## src/hw/rtl/otds_pkg.sv

```systemverilog
// otds_pkg: shared types, constants and helpers for the over-temperature supervisor
// no dependencies; imported by overtemp_derate_supervisor_top and tb

package otds_pkg;

  // field and register widths
  localparam int unsigned ADC_W      = 12;
  localparam int unsigned THRESH_W   = 13;
  localparam int unsigned HOLD_W     = 32;
  localparam int unsigned SCAN_W     = 8;
  localparam int unsigned CONFIRM_W  = 4;
  localparam int unsigned CFG_IDX_W  = 2;
  localparam int unsigned CFG_DATA_W = 32;
  localparam int unsigned STATE_W    = 2;

  // width of the scaled compare: adc*6 against threshold*5
  localparam int unsigned CMP_W = 16;

  // mv = adc*12/10, so mv < thr exactly when adc*6 < thr*5
  localparam logic [CMP_W-1:0] ADC_SCALE    = CMP_W'(6);
  localparam logic [CMP_W-1:0] THRESH_SCALE = CMP_W'(5);

  // register reset values
  localparam logic [THRESH_W-1:0]  THRESH_RESET  = THRESH_W'(1000);
  localparam logic [HOLD_W-1:0]    HOLD_RESET    = HOLD_W'(30000);
  localparam logic [SCAN_W-1:0]    SCAN_RESET    = SCAN_W'(100);
  localparam logic [CONFIRM_W-1:0] CONFIRM_RESET = CONFIRM_W'(10);

  localparam logic [CONFIRM_W-1:0] CONFIRM_MAX = '1;
  localparam logic [HOLD_W-1:0]    HOLD_MAX    = '1;

  // configuration register indexes
  typedef enum logic [CFG_IDX_W-1:0] {
    CFG_HOT_THRESHOLD = 2'd0,
    CFG_HOLD_TICKS    = 2'd1,
    CFG_SCAN_DIVIDER  = 2'd2,
    CFG_CONFIRM_COUNT = 2'd3
  } cfg_idx_t;

  // item kinds
  localparam logic KIND_SAMPLE = 1'b0;
  localparam logic KIND_TICK   = 1'b1;

  // supervisor state codes
  typedef enum logic [STATE_W-1:0] {
    ST_NORMAL  = 2'd0,
    ST_HOT     = 2'd1,
    ST_LATCHED = 2'd2
  } temp_state_t;

  // extend a run of low readings, saturating, or restart it on a high one
  function automatic logic [CONFIRM_W-1:0] next_confirm(
    input logic [CONFIRM_W-1:0] c,
    input logic                 low
  );
    logic [CONFIRM_W-1:0] r;
    if (!low) begin
      r = '0;
    end else if (c == CONFIRM_MAX) begin
      r = CONFIRM_MAX;
    end else begin
      r = c + CONFIRM_W'(1);
    end
    return r;
  endfunction

endpackage

```

## src/hw/rtl/overtemp_derate_supervisor_top.sv

```systemverilog
// overtemp_derate_supervisor_top: over-temperature supervisor with hold timer and latch
// depends on otds_pkg
//
// a result word is registered and appears in the cycle after its input word is accepted
// throughput: one word per cycle when not stalled, one state update register stage
// reset: synchronous rst restores register defaults, normal state, counters cleared

module overtemp_derate_supervisor_top (
  input  logic                                clk,
  input  logic                                rst,
  // configuration write channel
  input  logic                                cfg_valid,
  output logic                                cfg_ready,
  input  logic [otds_pkg::CFG_IDX_W-1:0]      cfg_index,
  input  logic [otds_pkg::CFG_DATA_W-1:0]     cfg_data,
  // input channel
  input  logic                                in_valid,
  output logic                                in_ready,
  input  logic                                kind,
  input  logic [otds_pkg::ADC_W-1:0]          temp_adc,
  // output channel
  output logic                                out_valid,
  input  logic                                out_ready,
  output logic [otds_pkg::STATE_W-1:0]        temp_state,
  output logic                                timer_running
);

  import otds_pkg::*;

  // configuration registers
  logic [THRESH_W-1:0]  hot_threshold_mv;
  logic [HOLD_W-1:0]    hold_ticks;
  logic [SCAN_W-1:0]    scan_divider;
  logic [CONFIRM_W-1:0] confirm_count;

  // supervisor state
  temp_state_t          state_code, state_code_next;
  logic [SCAN_W-1:0]    prescale_count, prescale_count_next;
  logic [CONFIRM_W-1:0] normal_confirm, normal_confirm_next;
  logic [CONFIRM_W-1:0] hot_confirm, hot_confirm_next;
  logic                 hold_open, hold_open_next;
  logic [HOLD_W-1:0]    hold_elapsed, hold_elapsed_next;

  logic                 in_fire;
  logic                 low;
  logic [SCAN_W-1:0]    prescale_inc;
  logic [CONFIRM_W-1:0] nc, hc;
  logic [HOLD_W-1:0]    elapsed_eval;

  assign cfg_ready = 1'b1;
  assign in_ready  = !out_valid || out_ready;
  assign in_fire   = in_valid && in_ready;

  // low voltage test without a divider
  assign low = ((CMP_W'(temp_adc) * ADC_SCALE) < (CMP_W'(hot_threshold_mv) * THRESH_SCALE));

  assign prescale_inc = prescale_count + SCAN_W'(1);

  // next state for one accepted word
  always_comb begin
    state_code_next     = state_code;
    prescale_count_next = prescale_count;
    normal_confirm_next = normal_confirm;
    hot_confirm_next    = hot_confirm;
    hold_open_next      = hold_open;
    hold_elapsed_next   = hold_elapsed;
    nc                  = next_confirm(normal_confirm, low);
    hc                  = next_confirm(hot_confirm, low);
    elapsed_eval        = hold_open ? hold_elapsed : '0;

    if (kind == KIND_TICK) begin
      // tick advances the hold timer only while it runs
      if (hold_open && hold_elapsed != HOLD_MAX) begin
        hold_elapsed_next = hold_elapsed + HOLD_W'(1);
      end
    end else if (state_code != ST_LATCHED) begin
      if (prescale_inc < scan_divider) begin
        prescale_count_next = prescale_inc;
      end else begin
        prescale_count_next = '0;
        // evaluated sample
        case (state_code)
          ST_NORMAL: begin
            normal_confirm_next = nc;
            if (nc >= confirm_count) begin
              normal_confirm_next = '0;
              state_code_next     = ST_HOT;
            end
          end
          ST_HOT: begin
            hold_open_next    = 1'b1;
            hold_elapsed_next = elapsed_eval;
            if (elapsed_eval >= hold_ticks) begin
              hot_confirm_next = hc;
              if (hc >= confirm_count) begin
                hot_confirm_next  = '0;
                state_code_next   = ST_LATCHED;
                hold_open_next    = 1'b0;
                hold_elapsed_next = '0;
              end
            end
          end
          default: begin
          end
        endcase
      end
    end
  end

  // configuration writes
  always_ff @(posedge clk) begin
    if (rst) begin
      hot_threshold_mv <= THRESH_RESET;
      hold_ticks       <= HOLD_RESET;
      scan_divider     <= SCAN_RESET;
      confirm_count    <= CONFIRM_RESET;
    end else if (cfg_valid && cfg_ready) begin
      case (cfg_idx_t'(cfg_index))
        CFG_HOT_THRESHOLD: hot_threshold_mv <= cfg_data[THRESH_W-1:0];
        CFG_HOLD_TICKS:    hold_ticks       <= cfg_data[HOLD_W-1:0];
        CFG_SCAN_DIVIDER:  scan_divider     <= cfg_data[SCAN_W-1:0];
        CFG_CONFIRM_COUNT: confirm_count    <= cfg_data[CONFIRM_W-1:0];
        default: begin
        end
      endcase
    end
  end

  // state and result register
  always_ff @(posedge clk) begin
    if (rst) begin
      state_code     <= ST_NORMAL;
      prescale_count <= '0;
      normal_confirm <= '0;
      hot_confirm    <= '0;
      hold_open      <= 1'b0;
      hold_elapsed   <= '0;
      out_valid      <= 1'b0;
    end else begin
      if (in_fire) begin
        state_code     <= state_code_next;
        prescale_count <= prescale_count_next;
        normal_confirm <= normal_confirm_next;
        hot_confirm    <= hot_confirm_next;
        hold_open      <= hold_open_next;
        hold_elapsed   <= hold_elapsed_next;
        temp_state     <= state_code_next;
        timer_running  <= hold_open_next;
        out_valid      <= 1'b1;
      end else if (out_ready) begin
        out_valid <= 1'b0;
      end
    end
  end

endmodule

```

## config.mk

```make
export PLATFORM = sky130hd
export DESIGN_NAME = overtemp_derate_supervisor_top
export DESIGN_NICKNAME = d
export VERILOG_FILES = /design/src/hw/rtl/otds_pkg.sv /design/src/hw/rtl/overtemp_derate_supervisor_top.sv
export SDC_FILE = /design/constraint.sdc
export NUM_CORES = 1
export LEC_CHECK = 0
export BUFFER_PORTS_ARGS = -buffer_cell sky130_fd_sc_hd__buf_2
export CAP_MARGIN = 20
export CORE_MARGIN = 2
export CORE_UTILIZATION = 30
export DETAILED_ROUTE_END_ITERATION = 6
export GPL_TIMING_DRIVEN = 0
export PLACE_DENSITY = 0.44
export SYNTH_ARGS = -nofsm -noshare
export SYNTH_HDL_FRONTEND = slang
export SYNTH_SLANG_ARGS = --single-unit
```

## constraint.sdc

```tcl
create_clock -name clk -period 6.9 [get_ports clk]
set_input_delay 0.69 -clock clk [delete_from_list [all_inputs] [get_ports clk]]
set_output_delay 0.69 -clock clk [all_outputs]
set_load 0.01 [all_outputs]
```

# Yosys cells after proc, flatten, opt, wreduce, memory -nomap -nowiden
# Cells that the tools add are included.
# totals
word_cells	85
register_bits	112
input_bits	52
out_inout_bits	6
# op_classes
eq_ne	10
n_addsub	4
bitwise_logic	3
n_lt_le_gt_ge	5
muxes	30
n_mul	2
reduce_logical	18
# ops
cell	n
$mux 32	8
$add 32x1->32 const B	1
$ge 32x32->1	1
$ne 32x32->1 const B	1
$mux 4	6
$lt 15x16->1	1
$mul 13x3->16 const B	1
$mul 12x2->14 const B	1
$mux 2	6
$reduce_and 2->1	5
$reduce_and 5->1	2
$add 4x1->4 const B	2
$add 8x1->8 const B	1
$eq 4x4->1 const B	2
$ge 4x4->1	2
$lt 8x8->1	1
$mux 1	8
$mux 8	1
$reduce_and 6->1	1
$reduce_bool 2->1	3
$eq 2x1->1 const B	2
$eq 2x2->1 const B	2
$logic_not 2->1	2
$ne 2x2->1 const B	2
other kinds (7)	10

# Logic depth before layout (Yosys ltp)
# Gate-level depths: netlist of the first run.
# logic_depth
ltp_word	10
ltp_mapped	29
ltp_nobuf	27

# Least setup slack after synthesis of the first run
# Ideal clock, no wire load.
# synth_path
kind	input to register
startpoint	input temp_adc[0] (netlist name)
endpoint	register hot_confirm[2]
cell_stages	27
slack_ps	1335
arrival_ps	5506
required_ps	6841
path_buffers	1
setup_ps	59
cell_sequence	ha_1 > inv_1 > fa_1 > inv_1 > a21o_1 > a21oi_1 > o21bai_1 > a21o_1 > a31oi_1 > mux2i_1 > nor2_1 > ha_1 > nand3_1 > nor2_1 > a2111oi_0 > o21bai_1 > o221a_2 > clkbuf_1 > nand2b_1 > ha_1 > nand2b_1 > a21o_1 > a21o_1 > a21o_1 > or3_1 > nor3_1 > a22o_1
# synth_via
elab_chain_len	5
# synth_rtl
item	line_no	text
start: declaration	overtemp_derate_supervisor_top.sv:20	input logic [otds_pkg::ADC_W-1:0] temp_adc,
$mul 12x2->14 *	overtemp_derate_supervisor_top.sv:55	assign low = ((CMP_W'(temp_adc) * ADC_SCALE) < (CMP_W'(hot_threshold_mv) * THRESH_SCALE));
$lt 15x16->1 *	overtemp_derate_supervisor_top.sv:55	
$mux 4 *	otds_pkg.sv:57	if (!low) begin
$ge 4x4->1	overtemp_derate_supervisor_top.sv:95	if (hc >= confirm_count) begin
$mux 4 *	overtemp_derate_supervisor_top.sv:95	
end signal: assignment	overtemp_derate_supervisor_top.sv:144	hot_confirm <= hot_confirm_next;
end: declaration	overtemp_derate_supervisor_top.sv:40	logic [CONFIRM_W-1:0] hot_confirm, hot_confirm_next;
# Every way passes the cells marked *; elsewhere a longest branch is shown, timed or not.
# A chain may end at the register's enable or synchronous reset.

# Worst setup path after layout of the first run
# layout_path
startpoint	input temp_adc[0] (netlist name)
endpoint	register hold_elapsed[15]
# layout_via
elab_chain_len	10
# layout_rtl
item	line_no	text
$mul 12x2->14	overtemp_derate_supervisor_top.sv:55	
$lt 15x16->1	overtemp_derate_supervisor_top.sv:55	
$mux 4	otds_pkg.sv:57	
$ge 4x4->1	overtemp_derate_supervisor_top.sv:95	
$mux 32	overtemp_derate_supervisor_top.sv:95	
$mux 32	overtemp_derate_supervisor_top.sv:93	if (elapsed_eval >= hold_ticks) begin
$mux 32	overtemp_derate_supervisor_top.sv:82	case (state_code)
$mux 32	overtemp_derate_supervisor_top.sv:77	if (prescale_inc < scan_divider) begin
$mux 32	overtemp_derate_supervisor_top.sv:76	end else if (state_code != ST_LATCHED) begin
$mux 32	overtemp_derate_supervisor_top.sv:71	if (kind == KIND_TICK) begin
end signal: assignment	overtemp_derate_supervisor_top.sv:146	hold_elapsed <= hold_elapsed_next;
end: declaration	overtemp_derate_supervisor_top.sv:42	logic [HOLD_W-1:0] hold_elapsed, hold_elapsed_next;
# No other way between the ends. The select of a mux whose other input is x is not followed.

==> impl_results.rst, run 1 <==
.. list-table::
   :header-rows: 1

   * - Metric
     - Value
   * - Run status
     - complete, no violations
   * - Clock-pin slew on the worst setup and hold paths
     - 0.08 ns
   * - Most used DFF post-synth
     - sky130_fd_sc_hd__dfxtp_1
   * - Tmin final
     - between 6 and 7 ns
   * - Largest stage delay, worst path
     - 0.51 ns
   * - Cell Pwr Density
     - 172 nW/µm²
   * - CTS Buf Count
     - 9
   * - Final worst clock skew
     - about 0.0094 ns
   * - Pre-CTS worst setup slack
     - around 0.35 ns
   * - Floorplan row count
     - 58
   * - Number of enable-type register cells in the synthesized netlist
     - 3
   * - Peak ir drop on the vdd network
     - 0.000101 V
   * - Share of total power in the clock network
     - about a third
   * - CTS H-tree lvls
     - 3
   * - Clock tree from TritonCTS
     - built
   * - Number of buffers added for setup after CTS
     - 0
   * - Relative slew slack
     - about 43%
   * - Floorplan Core Area
     - ~25000 µm²
   * - Hold slack final
     - 0.456 ns
   * - Highest Clock Rate
     - 162 MHz
   * - Footprint of the flip-flops and latches
     - about 2300 µm²
   * - Critical Path Slowest Stage Cell
     - sky130_fd_sc_hd__nor2_1
   * - Post-synthesis async set-or-reset flop share
     - 0%
   * - Kind of launch point of the worst setup path
     - input port
   * - Synth Area in Adders
     - between 10% and 20%
   * - Via-to-Cell Ratio
     - between 4 and 5
   * - CP endpoint kind
     - flip-flop
   * - Vias in the first global route
     - 6228
   * - Detailed-routing iteration count for the pre-antenna-repair pass
     - 5
   * - Num ports
     - 58
   * - FF+latch count, synth
     - ~110
   * - Worst-margin pin slew
     - approximately 0.84 ns
   * - Total Neg Setup Slack
     - 0 ns
   * - Data required time of the critical path
     - 7.21 ns
   * - Final HPWL DP
     - around 16000 µm
   * - Worst Slack Setup Final
     - 0.708 ns
   * - Pins over their slew limit
     - 0
   * - Routed Wire Length
     - 20900 µm
   * - Total of buffers placed on input and output ports
     - between 50 and 60
   * - WL per Instance
     - about 15 µm
   * - Weighted congestion reported at the end of routability-driven placement
     - roughly 0.8
   * - DRT met1 WL
     - roughly 11000 µm
   * - Most frequent CP cell
     - sky130_fd_sc_hd__a21o_1
   * - Sequential area share after synthesis
     - 29.8%
   * - Netlist cell types
     - 61
   * - Final count of hold timing violations
     - 0
   * - Net switching share of the total power
     - about 30%
   * - Worst Path Class, Setup
     - input port to flip-flop
   * - XOR/XNOR Fraction of Synth Area
     - about 3.3%
   * - GR Util All Layers
     - 16.0%
   * - Cell Area, Synth
     - 7620 µm²
   * - Area used by multi-input combinational logic
     - 4930 µm²
   * - Post-layout net count
     - about 1200
   * - Number of setup violations in the final report
     - 0
   * - Maximum number of pins on one net before global-route repair
     - 20
   * - Cell leakage power
     - around 3.8 nW
   * - CTS sink count
     - roughly 110
   * - Combinational family with the most area after synthesis
     - simple AND/OR/NAND/NOR gates
   * - CTS Root Buffer Type
     - sky130_fd_sc_hd__clkbuf_16
   * - Final Core Density
     - about a third
   * - Simple-Gate Fraction of Synth Area
     - between 20% and 30%
   * - Type of the worst min-delay path
     - flip-flop to flip-flop
   * - Number of gates resized after cts
     - 0
   * - Global-route wire length before repair
     - about 33000 µm
   * - Number of filler cells placed in the layout
     - about 2700
   * - Share of synthesized area spent on multiplexers
     - roughly 1.1%
   * - Design internal power
     - around 0.0010 W
   * - Total nets after synthesis
     - about 1100
   * - Post-synthesis area per instance
     - between 7 and 8 µm²
   * - Diodes inserted
     - 0
   * - Top Metal Used
     - met4
   * - Horiz. Die Dim
     - 163 µm
   * - Met3 wire length
     - between 500 and 600 µm
   * - Antenna Violating Nets Remaining
     - 0
   * - Net switching component of the power
     - between 0.0004 and 0.0005 W
   * - Sequential fraction of design power
     - 45.4%
   * - Number of buffers on the longest clock path
     - 2
   * - Final period utilization
     - roughly nine tenths
   * - Initial Utilization
     - 30.4%
   * - Complex-gate fraction of the synthesized area
     - roughly 19%
   * - Die area
     - 26700 µm²
   * - Combinational cell fraction of total power
     - between 10% and 20%
   * - Height of the chip
     - ~160 µm
   * - CTS Hold Bufs
     - 0
   * - Drc violations
     - 0
   * - Warning count from the yosys run
     - 0
   * - Cell count after synthesis
     - ~970
   * - Initial antenna violation count
     - 0
   * - Proportion of layout cells with a drive suffix above 1
     - under 10%
   * - Arrival time worst endpoint
     - around 6.5 ns
   * - Largest fanout on the critical path
     - 10
   * - RSZ-0062 raised after global routing
     - false
   * - Remaining global-route overflow
     - 0
   * - Number of max-cap violations
     - 0
   * - Met2 Routed Length
     - ~9600 µm
   * - Area Overhead vs Synth
     - 12.6%
   * - Clock latency of the later-clocked register in the worst-skew pair
     - approximately 0.36 ns
   * - Iteration-0 DRC Markers
     - between 300 and 400
   * - Routed via count
     - between 6000 and 7000
critical path: cells and delay by family:
kind | cells | cell delay, ns
buffers and inverters | 4 | 0.47
AOI/OAI and AO/OA | 14 | 3.03
adders and majority gates | 4 | 0.99
muxes | 1 | 0.23
and+or+nand+nor | 6 | 1.10
sequential cells by signal, summed over array words and instances (netlist names):
name and flops:
timer_running 1, temp_state 2, hold_ticks 32, scan_divider 8
hot_threshold_mv 13, hot_confirm 4, hold_open 1, confirm_count 4
normal_confirm 4, hold_elapsed 32, out_valid 1, prescale_count 8
state_code 2
stage by stage:
stage          total power (W)  area (µm²)  instances
2_1_floorplan         0.000893        7620        968
3_3_place_gp          0.000979        8310       1353
3_5_place_dp          0.000979        8310       1353
4_1_cts                0.00150        8580       1369
5_1_grt                0.00157        8580       1369
6_report               0.00148        8580       1369
cells by family (layout without fill, tap and decap cells):
family	Yosys count	in the layout
other	1	1
AND/OR/NAND/NOR	383	383
adder cells (fa/ha/maj)	101	101
flip-flops	112	112
XOR/XNOR	29	29
multiplexers	8	8
buffers and inverters	106	177
AO/OA/AOI/OAI	228	228
layout make-up:
class / instances / area share (%)
clock buffers: 11 / 2.71
repair buffers: 55 / 3.21
multi-input cells: 750 / 57.4
clock inverters: 5 / 0.496
well taps: 330 / 4.81
plain buffers: 35 / 1.81
inverters: 71 / 3.10
flip-flops and latches: 112 / 26.5
routing by layer:
layer,vias to the layer above,GRT usage (%)
met5,-,0
met4,0,2.78
met3,13,2.29
met2,94,26.5
met1,3123,22.2
li1,3537,-
placed cells by master, fill, tap and decap left out, drive strengths merged, types with 8 or more instances in the layout:
cell type	Yosys	routed
or3	11	11
o211ai	10	10
a21o	36	36
mux2i	8	8
a21oi	86	86
o21ai	28	28
nand2b	9	9
xnor2	17	17
nand2	150	150
nand4	9	9
and2	31	31
xor2	12	12
o22ai	12	12
a31oi	8	8
ha	99	99
dfxtp	109	109
inv	71	72
and3	8	8
buf	11	66
a22o	12	12
nor3	27	27
nor4	10	10
clkbuf	24	35
nand3	34	34
nor2	61	61
final timing paths:
| check | startpoint | endpoint | slack, ns | cells after the start |
|---|---|---|---|---|
| worst max-delay path | temp_adc[0] | hold_elapsed[15] | 0.71 | 29 |
| worst min register to register | hold_ticks[29] | hold_ticks[29] | 0.46 | 2 |
| worst max register to register | hot_threshold_mv[4] | hold_elapsed[15] | 0.87 | 27 |
| worst min-delay path | hold_ticks[29] | hold_ticks[29] | 0.46 | 2 |
synthesized netlist by cell type, types with 8 or more instances:
cell type	n	area share, %
sky130_fd_sc_hd__mux2i_1	8	1.1
sky130_fd_sc_hd__o22ai_1	11	0.90
sky130_fd_sc_hd__nand2_1	150	7.4
sky130_fd_sc_hd__xor2_1	12	1.4
sky130_fd_sc_hd__and2_1	31	2.5
sky130_fd_sc_hd__xnor2_1	17	2.0
sky130_fd_sc_hd__nor2_1	61	3.0
sky130_fd_sc_hd__nor4_1	10	0.82
sky130_fd_sc_hd__nor3_1	27	1.8
sky130_fd_sc_hd__nand4_1	9	0.74
sky130_fd_sc_hd__and3_1	8	0.66
sky130_fd_sc_hd__a21o_1	36	3.5
sky130_fd_sc_hd__dfxtp_1	109	29
sky130_fd_sc_hd__o211ai_1	10	0.99
sky130_fd_sc_hd__or3_1	11	0.90
sky130_fd_sc_hd__inv_1	71	3.5
sky130_fd_sc_hd__ha_1	99	16
sky130_fd_sc_hd__nand3_1	34	2.2
sky130_fd_sc_hd__o21ai_0	26	1.7
sky130_fd_sc_hd__a31oi_1	8	0.66
sky130_fd_sc_hd__a21oi_1	86	5.6
sky130_fd_sc_hd__nand2b_1	9	0.74
sky130_fd_sc_hd__clkbuf_1	24	1.2
sky130_fd_sc_hd__a22o_1	12	1.4
power groups by stage:
stage	Combinational [W]	Clock [W]	Sequential (W)
5_1_grt	0.000336	0.000558	0.000673
3_3_place_gp	0.000292	0	0.000686
4_1_cts	0.000295	0.000536	0.000671
3_5_place_dp	0.000292	0	0.000687
6_report	0.000291	0.000515	0.000671
2_1_floorplan	0.000208	0	0.000684
(Power assumes the default switching activity.)
==> inputs of run 2 (changes only) <==
--- a/config.mk
+++ b/config.mk
@@ -5,7 +5,7 @@
 export SDC_FILE = /design/constraint.sdc
 export NUM_CORES = 1
 export LEC_CHECK = 0
-export BUFFER_PORTS_ARGS = -buffer_cell sky130_fd_sc_hd__buf_2
+export BUFFER_PORTS_ARGS = -buffer_cell sky130_fd_sc_hd__buf_4
 export CAP_MARGIN = 20
 export CORE_MARGIN = 2
 export CORE_UTILIZATION = 30
==> run 2 against run 1 <==
Wire length up 0.14%. Global-route usage up 0.19 points. Core utilization up 0.66 points. Critical path type unchanged. Critical endpoint is now hold_elapsed[11].
==> impl_results.rst, run 2 (synthesis gave the netlist of run 1 again) <==
.. list-table::
   :header-rows: 1

   * - Metric
     - Value
   * - Run status
     - complete, no violations
   * - Number of filler cells placed in the layout
     - 2743 (+0.99%)
   * - Weighted congestion reported at the end of routability-driven placement
     - 0.809 (+0.75%)
   * - Diodes inserted
     - 0 (unchanged)
   * - CP endpoint kind
     - flip-flop
   * - Most frequent CP cell
     - sky130_fd_sc_hd__a21o_1
   * - Critical Path Stages
     - 29 (unchanged)
   * - Share of total power in the clock network
     - 36.4% (+1.5 points)
   * - Floorplan Core Area
     - 25000 µm² (unchanged)
   * - Worst-margin pin slew
     - 0.811 ns (-0.0263 ns)
   * - Height of the chip
     - 163 µm (unchanged)
   * - Clock tree from TritonCTS
     - built
   * - Combinational cell fraction of total power
     - 19.6% (about the same)
   * - CTS Root Buffer Type
     - sky130_fd_sc_hd__clkbuf_16
   * - Largest regs
     - hold_elapsed: 32 flops, hold_ticks: 32 flops, hot_threshold_mv: 13 flops
   * - Number of buffers added for setup after CTS
     - 0 (unchanged)
   * - Depth of the worst register-to-register path
     - 27 (unchanged)
   * - Top cell family by delay on the critical path
     - compound AO/OA/AOI/OAI gates
   * - Drc violations
     - 0 (unchanged)
   * - Global-route wire length before repair
     - 33800 µm (+1.3%)
   * - Hold_sp
     - hold_ticks[19]
   * - Total of buffers placed on input and output ports
     - 55 (unchanged)
   * - Design internal power
     - 0.00108 W (+4.5%)
   * - Horiz. Die Dim
     - 163 µm (unchanged)
   * - CTS sink count
     - 112 (unchanged)
   * - Num ports
     - 58 (unchanged)
   * - Final period utilization
     - 89.4% (-0.37 points)
   * - Kind of launch point of the worst setup path
     - input port
   * - Routed via count
     - 6653 (-1.7%)
   * - Critical Path Start
     - temp_adc[0]
   * - Iteration-0 DRC Markers
     - 338 (+6.0%)
   * - Final count of hold timing violations
     - 0 (unchanged)
   * - Type of the worst min-delay path
     - flip-flop to flip-flop
   * - Routed Wire Length
     - 20900 µm (+0.14%)
   * - Buffer and inverter count on the worst path
     - 4 (unchanged)
   * - Peak ir drop on the vdd network
     - 0.000108 V (+6.6%)
   * - Cell Pwr Density
     - 174 nW/µm² (+1.4%)
   * - Vias in the first global route
     - 6306 (+1.3%)
   * - Detailed-routing iteration count for the pre-antenna-repair pass
     - 5 (unchanged)
   * - Via-to-Cell Ratio
     - 4.86 (-1.7%)
   * - CTS Hold Bufs
     - 0 (unchanged)
   * - Data required time of the critical path
     - 7.20 ns (about the same)
   * - Final Core Density
     - 34.9% (+0.66 points)
   * - Area Overhead vs Synth
     - 14.8%
   * - Arrival time worst endpoint
     - 6.46 ns (-0.04 ns)
   * - Tmin final
     - 6.17 ns (-0.0252 ns)
   * - WL per Instance
     - 15.3 µm (+0.14%)
   * - Largest fanout on the critical path
     - 10 (unchanged)
   * - Number of buffers on the longest clock path
     - 2 (unchanged)
   * - Sequential fraction of design power
     - 44.0% (-1.4 points)
   * - Most frequent standard cell in the layout excluding fill and tap cells
     - sky130_fd_sc_hd__nand2_1
   * - Pins over their slew limit
     - 0 (unchanged)
   * - Highest Clock Rate
     - 162 MHz (+0.41%)
   * - Post-layout net count
     - 1187 (unchanged)
   * - Footprint of the flip-flops and latches
     - 2270 µm² (unchanged)
   * - Hold-critical path depth
     - 2 (unchanged)
   * - Critical register-to-register path startpoint
     - hot_threshold_mv[1]
   * - Clock latency of the later-clocked register in the worst-skew pair
     - 0.36 ns (about the same)
   * - RSZ-0062 raised after global routing
     - false
   * - Hold slack final
     - 0.456 ns (-0.0000700 ns)
   * - Initial Utilization
     - 30.4% (unchanged)
   * - Number of setup violations in the final report
     - 0 (unchanged)
   * - Final worst clock skew
     - 0.0139 ns (+0.00446 ns)
   * - Relative slew slack
     - 45.2% (+1.8 points)
   * - Maximum number of pins on one net before global-route repair
     - 20 (unchanged)
   * - Largest stage delay, worst path
     - 0.48 ns (-0.03 ns)
   * - CTS H-tree lvls
     - 3 (unchanged)
   * - Die area
     - 26700 µm² (unchanged)
   * - Floorplan row count
     - 58 (unchanged)
   * - Proportion of layout cells with a drive suffix above 1
     - 8.66% (+0.096 points)
   * - Initial antenna violation count
     - 0 (unchanged)
   * - Net switching component of the power
     - 0.000443 W (+0.47%)
   * - Critical Path Slowest Stage Cell
     - sky130_fd_sc_hd__nor2_1
   * - Clock-pin slew on the worst setup and hold paths
     - 0.08 ns (about the same)
   * - Antenna Violating Nets Remaining
     - 0 (unchanged)
   * - Remaining global-route overflow
     - 0 (unchanged)
   * - Final HPWL DP
     - 16300 µm (+0.72%)
   * - Area used by multi-input combinational logic
     - 4930 µm² (unchanged)
   * - Cell leakage power
     - 3.89 nW (+1.6%)
   * - Total Neg Setup Slack
     - 0 ns (unchanged)
   * - Register-to-register setup slack
     - 0.80 ns (-0.07 ns)
   * - Worst Path Class, Setup
     - input port to flip-flop
   * - Number of gates resized after cts
     - 0 (unchanged)
   * - CTS Buf Count
     - 9 (unchanged)
   * - GR Util All Layers
     - 16.2% (+0.19 points)
   * - Number of max-cap violations
     - 0 (unchanged)
   * - Most used cells in the layout excluding fill and tap cells
     - 150 x sky130_fd_sc_hd__nand2_1, 109 x sky130_fd_sc_hd__dfxtp_1, 99 x sky130_fd_sc_hd__ha_1, 86 x sky130_fd_sc_hd__a21oi_1, 71 x sky130_fd_sc_hd__inv_1
   * - Net switching share of the total power
     - 29.0% (-0.82 points)
[run 2: changes by cell type in the layout (fill, tap and decap cells not counted), sizes merged]
cell	previous run	this run
clkbuf	35	34
inv	72	73
clkinv	3	2
bufinv	0	1
[run 2: path summary, 6_finish.rpt]
| kind | end |
|---|---|
| setup reg to reg | hold_elapsed[11] |
| setup / recovery | hold_elapsed[11] |
| hold / removal | hold_ticks[19] |
| hold reg to reg | hold_ticks[19] |
[run 2: through the flow]
stage               worst slack, ns  std cells  cell area (µm²)  power [W]
finish                        0.734       1369             8750    0.00153
global route                  0.231       1369             8750    0.00162
CTS                           0.683       1369             8750    0.00155
detailed placement            0.373       1353             8450   0.000988
global placement              0.338       1353             8450   0.000988
floorplan                      1.34        968             7620   0.000893
[run 2: worst register-to-register path, stage by stage, from the launching register on]
cell	delay (ns)
sky130_fd_sc_hd__dfxtp_1	0.35
sky130_fd_sc_hd__ha_1	0.30
sky130_fd_sc_hd__ha_1	0.16
sky130_fd_sc_hd__inv_1	0.06
sky130_fd_sc_hd__fa_1	0.41
sky130_fd_sc_hd__nor2b_1	0.19
sky130_fd_sc_hd__o2111ai_1	0.17
sky130_fd_sc_hd__a41oi_1	0.35
sky130_fd_sc_hd__a21oi_1	0.14
sky130_fd_sc_hd__o21bai_1	0.16
sky130_fd_sc_hd__xnor2_1	0.10
sky130_fd_sc_hd__ha_1	0.32
sky130_fd_sc_hd__nand4_1	0.09
sky130_fd_sc_hd__nor2_1	0.11
sky130_fd_sc_hd__o21ai_0	0.09
sky130_fd_sc_hd__a21oi_1	0.26
sky130_fd_sc_hd__o221a_2	0.30
sky130_fd_sc_hd__clkbuf_1	0.37
sky130_fd_sc_hd__nand2b_1	0.17
sky130_fd_sc_hd__ha_1	0.22
sky130_fd_sc_hd__nand2b_1	0.14
sky130_fd_sc_hd__a21o_1	0.18
sky130_fd_sc_hd__a21o_1	0.17
sky130_fd_sc_hd__a21o_1	0.21
sky130_fd_sc_hd__o21ai_2	0.11
sky130_fd_sc_hd__a32oi_4	0.21
sky130_fd_sc_hd__nor2_1	0.48
sky130_fd_sc_hd__a22o_1	0.22
[run 2: layout make-up]
type / count / area share [%]
multi-input cells: 750 / 56.3
clock inverters: 6 / 0.858
flip-flops and latches: 112 / 26.0
well taps: 330 / 4.72
inverters: 71 / 3.05
clock buffers: 10 / 2.62
repair buffers: 55 / 4.72
plain buffers: 35 / 1.77
[run 2: power by group through the flow]
stage / registers [W] / clock network (W) / logic (W)
CTS: 0.000671 / 0.000576 / 0.000305
finish: 0.000671 / 0.000555 / 0.000299
global placement: 0.000686 / 0 / 0.000301
floorplan: 0.000684 / 0 / 0.000208
detailed placement: 0.000687 / 0 / 0.000302
global route: 0.000673 / 0.000597 / 0.000346
[run 2: metal layers]
layer	part of all wire (%)	global-route usage (%)	vias to the layer above	wire [µm]
met5	0	0	-	0
met4	0.68	2.45	0	142
met3	3.2	2.31	16	679
met2	46	27.2	93	9570
met1	50	22.3	3017	10500
li1	-	-	3527	-
==> inputs of run 3 (changes only) <==
--- a/config.mk
+++ b/config.mk
@@ -12,6 +12,7 @@
 export DETAILED_ROUTE_END_ITERATION = 6
 export GPL_TIMING_DRIVEN = 0
 export PLACE_DENSITY = 0.44
+export REMOVE_ABC_BUFFERS = 1
 export SYNTH_ARGS = -nofsm -noshare
 export SYNTH_HDL_FRONTEND = slang
 export SYNTH_SLANG_ARGS = --single-unit
==> run 3 against run 2 <==
First-iteration DRC count down 18%. Worst hold slack worse by 0.0032 ns. Critical path type unchanged. Die area unchanged. Power up 0.27%. Sequential power about the same. Wire length down 9.8%. Count of clock-buffer cells in the layout up 4. Via count down 2.0%. Critical endpoint is now hold_elapsed[1].
==> impl_results.rst, run 3 (synthesis gave the netlist of run 1 again) <==
.. list-table::
   :header-rows: 1

   * - Metric
     - Value
   * - Design internal power
     - 0.00111 W (+2.9%)
   * - Drc violations
     - 0 (unchanged)
   * - Num ports
     - 58 (unchanged)
   * - Final count of hold timing violations
     - 0 (unchanged)
   * - Vias in the first global route
     - 6177 (-2.0%)
   * - Post-layout net count
     - 1155 (-2.7%)
   * - Number of setup violations in the final report
     - 0 (unchanged)
   * - GR Util All Layers
     - 14.6% (-1.6 points)
   * - Diodes inserted
     - 0 (unchanged)
   * - Routed via count
     - 6518 (-2.0%)
   * - Worst-margin pin slew
     - 1.00 ns (+0.191 ns)
   * - Total Neg Setup Slack
     - 0 ns (unchanged)
   * - Number of buffers added for setup after CTS
     - 0 (unchanged)
   * - CTS sink count
     - 112 (unchanged)
   * - Remaining global-route overflow
     - 0 (unchanged)
   * - Final worst clock skew
     - 0.0127 ns (-0.00113 ns)
   * - Tmin final
     - 6.21 ns (+0.0449 ns)
   * - Initial Utilization
     - 30.4% (unchanged)
   * - Finished Layout Cells
     - 1337 (-2.3%)
   * - Run status
     - complete, no violations
   * - Worst Path Class, Setup
     - input port to flip-flop
   * - Weighted congestion reported at the end of routability-driven placement
     - 0.765 (-5.5%)
   * - Proportion of layout cells with a drive suffix above 1
     - 8.74% (+0.077 points)
   * - Final HPWL DP
     - 13900 µm (-15%)
   * - Height of the chip
     - 163 µm (unchanged)
   * - Routed Wire Length
     - 18900 µm (-9.8%)
   * - Number of gates resized after cts
     - 0 (unchanged)
   * - Largest fanout on the critical path
     - 26 (+16)
   * - CP endpoint kind
     - flip-flop
   * - Cell Pwr Density
     - 177 nW/µm² (+1.3%)
   * - Clock tree from TritonCTS
     - built
   * - Combinational cell fraction of total power
     - 19.1% (-0.5 points)
   * - Detailed-routing iteration count for the pre-antenna-repair pass
     - 4 (-1)
   * - Total of buffers placed on input and output ports
     - 56 (+1.8%)
   * - Floorplan row count
     - 58 (unchanged)
   * - Most used cells in the layout excluding fill and tap cells
     - 150 x sky130_fd_sc_hd__nand2_1, 109 x sky130_fd_sc_hd__dfxtp_1, 99 x sky130_fd_sc_hd__ha_1, 86 x sky130_fd_sc_hd__a21oi_1, 71 x sky130_fd_sc_hd__inv_1
   * - Share of total power in the clock network
     - 37.1% (+0.7 points)
   * - CTS Hold Bufs
     - 0 (unchanged)
   * - Number of max-cap violations
     - 0 (unchanged)
   * - Floorplan Core Area
     - 25000 µm² (unchanged)
   * - Cell leakage power
     - 3.86 nW (-0.64%)
   * - Type of the worst min-delay path
     - flip-flop to flip-flop
   * - Grt met3 use
     - 2.36% (+0.051 points)
   * - Number of cells in the design after placement
     - 1320 (-2.4%)
   * - Kind of launch point of the worst setup path
     - input port
   * - Maximum number of pins on one net before global-route repair
     - 85 (+330%)
   * - Grt met2 use
     - 24.1% (-3.1 points)
   * - CTS Buf Count
     - 9 (unchanged)
   * - CTS H-tree lvls
     - 3 (unchanged)
   * - Final period utilization
     - 90.0% (+0.65 points)
   * - CTS Root Buffer Type
     - sky130_fd_sc_hd__clkbuf_16
   * - Highest Clock Rate
     - 161 MHz (-0.72%)
   * - Global-route wire length before repair
     - 31300 µm (-7.5%)
   * - Total Power Consumption
     - 0.00153 W (+0.27%)
   * - Area Overhead vs Synth
     - 13.6%
   * - Most frequent standard cell in the layout excluding fill and tap cells
     - sky130_fd_sc_hd__nand2_1
   * - Antenna Violating Nets Remaining
     - 0 (unchanged)
   * - Pins over their slew limit
     - 0 (unchanged)
   * - Die area
     - 26700 µm² (unchanged)
   * - Relative slew slack
     - 33.1% (-12 points)
   * - Clock latency of the later-clocked register in the worst-skew pair
     - 0.36 ns (about the same)
   * - Via-to-Cell Ratio
     - 4.88 (+0.32%)
   * - Data required time of the critical path
     - 7.15 ns (-0.05 ns)
   * - Sequential fraction of design power
     - 43.9% (about the same)
   * - Net switching share of the total power
     - 27.2% (-1.9 points)
   * - Largest regs
     - hold_elapsed: 32 flops, hold_ticks: 32 flops, hot_threshold_mv: 13 flops
   * - Horiz. Die Dim
     - 163 µm (unchanged)
   * - Number of buffers on the longest clock path
     - 2 (unchanged)
   * - Layer with the highest usage after global routing
     - met2
   * - Initial antenna violation count
     - 0 (unchanged)
   * - Iteration-0 DRC Markers
     - 278 (-18%)
   * - Clock-pin slew on the worst setup and hold paths
     - 0.07 ns (about the same)
   * - RSZ-0062 raised after global routing
     - false
   * - WL per Instance
     - 14.1 µm (-7.6%)
   * - Number of filler cells placed in the layout
     - 2700 (-1.6%)
   * - Net switching component of the power
     - 0.000415 W (-6.2%)
   * - Arrival time worst endpoint
     - 6.46 ns (about the same)
   * - Peak ir drop on the vdd network
     - 0.000104 V (-4.2%)
   * - Met1 Track Usage GR
     - 19.9% (-2.4 points)
-- run 3: changes by cell type in the layout (fill, tap and decap cells not counted), sizes merged --
cell      delta
clkbuf      -20
buf          -8
inv          -2
clkinv       -1
clkinvlp     -1
-- run 3: final cells by class --
class / instances / area, µm² / share of cell area [%]
multi-input combinational: 750 / 4930 / 57.0
tap: 330 / 413 / 4.77
timing repair buffer: 58 / 455 / 5.26
clock inverter: 2 / 35.0 / 0.405
inverter: 71 / 267 / 3.08
sequential: 112 / 2270 / 26.2
clock buffer: 14 / 284 / 3.28
-- run 3: worst max-delay path, cell delays in order --
cell                        delay, ns
sky130_fd_sc_hd__buf_4           0.12
sky130_fd_sc_hd__ha_1            0.20
sky130_fd_sc_hd__inv_1           0.07
sky130_fd_sc_hd__fa_1            0.20
sky130_fd_sc_hd__inv_1           0.05
sky130_fd_sc_hd__a21o_1          0.15
sky130_fd_sc_hd__a21oi_1         0.21
sky130_fd_sc_hd__o21bai_1        0.09
sky130_fd_sc_hd__a21o_1          0.20
sky130_fd_sc_hd__a31oi_1         0.36
sky130_fd_sc_hd__mux2i_1         0.23
sky130_fd_sc_hd__nor2_1          0.07
sky130_fd_sc_hd__ha_1            0.32
sky130_fd_sc_hd__nand3_1         0.11
sky130_fd_sc_hd__nor2_1          0.06
sky130_fd_sc_hd__a2111oi_0       0.41
sky130_fd_sc_hd__o21bai_1        0.14
sky130_fd_sc_hd__o221a_2         0.39
sky130_fd_sc_hd__nand2b_1        0.20
sky130_fd_sc_hd__ha_1            0.26
sky130_fd_sc_hd__nand2b_1        0.09
sky130_fd_sc_hd__a21o_1          0.10
sky130_fd_sc_hd__a21o_1          0.10
sky130_fd_sc_hd__a21o_1          0.17
sky130_fd_sc_hd__o21ai_2         0.11
sky130_fd_sc_hd__a32oi_4         0.77
sky130_fd_sc_hd__nor2_1          0.26
sky130_fd_sc_hd__a22o_1          0.30
-- run 3: metal layers --
| metal | routed length, µm | share of wire (%) |
|---|---|---|
| met3 | 538 | 2.8 |
| met2 | 8560 | 45 |
| met1 | 9620 | 51 |
| met5 | 0 | 0 |
| met4 | 179 | 0.95 |
-- run 3: power groups by stage --
stage	logic, W	clock network (W)	registers (W)
after CTS	0.000297	0.000596	0.000671
after floorplan	0.000199	0	0.000684
after global placement	0.000291	0	0.000686
after global routing	0.000337	0.000615	0.000673
final	0.000292	0.000567	0.000671
after detailed placement	0.000294	0	0.000686
-- run 3: path summary, 6_finish.rpt --
kind,from,end,slack [ns],cells past startpoint
worst min-delay path,hold_ticks[28],hold_ticks[28],0.45,2
worst max-delay path,temp_adc[0],hold_elapsed[1],0.69,28
worst min register to register,hold_ticks[28],hold_ticks[28],0.45,2
worst max register to register,hot_threshold_mv[1],hold_elapsed[1],0.88,23
-- run 3: per-stage QoR --
stage	worst slack, ns	utilization, %	hold WS (ns)	cell area, µm²
after floorplan	1.35	-	0.430	7460
after global placement	0.269	33.1	0.443	8300
after detailed placement	0.392	33.3	0.446	8330
after CTS	0.716	34.6	0.458	8650
after global routing	0.297	34.6	0.473	8660
final	0.689	34.6	0.453	8660
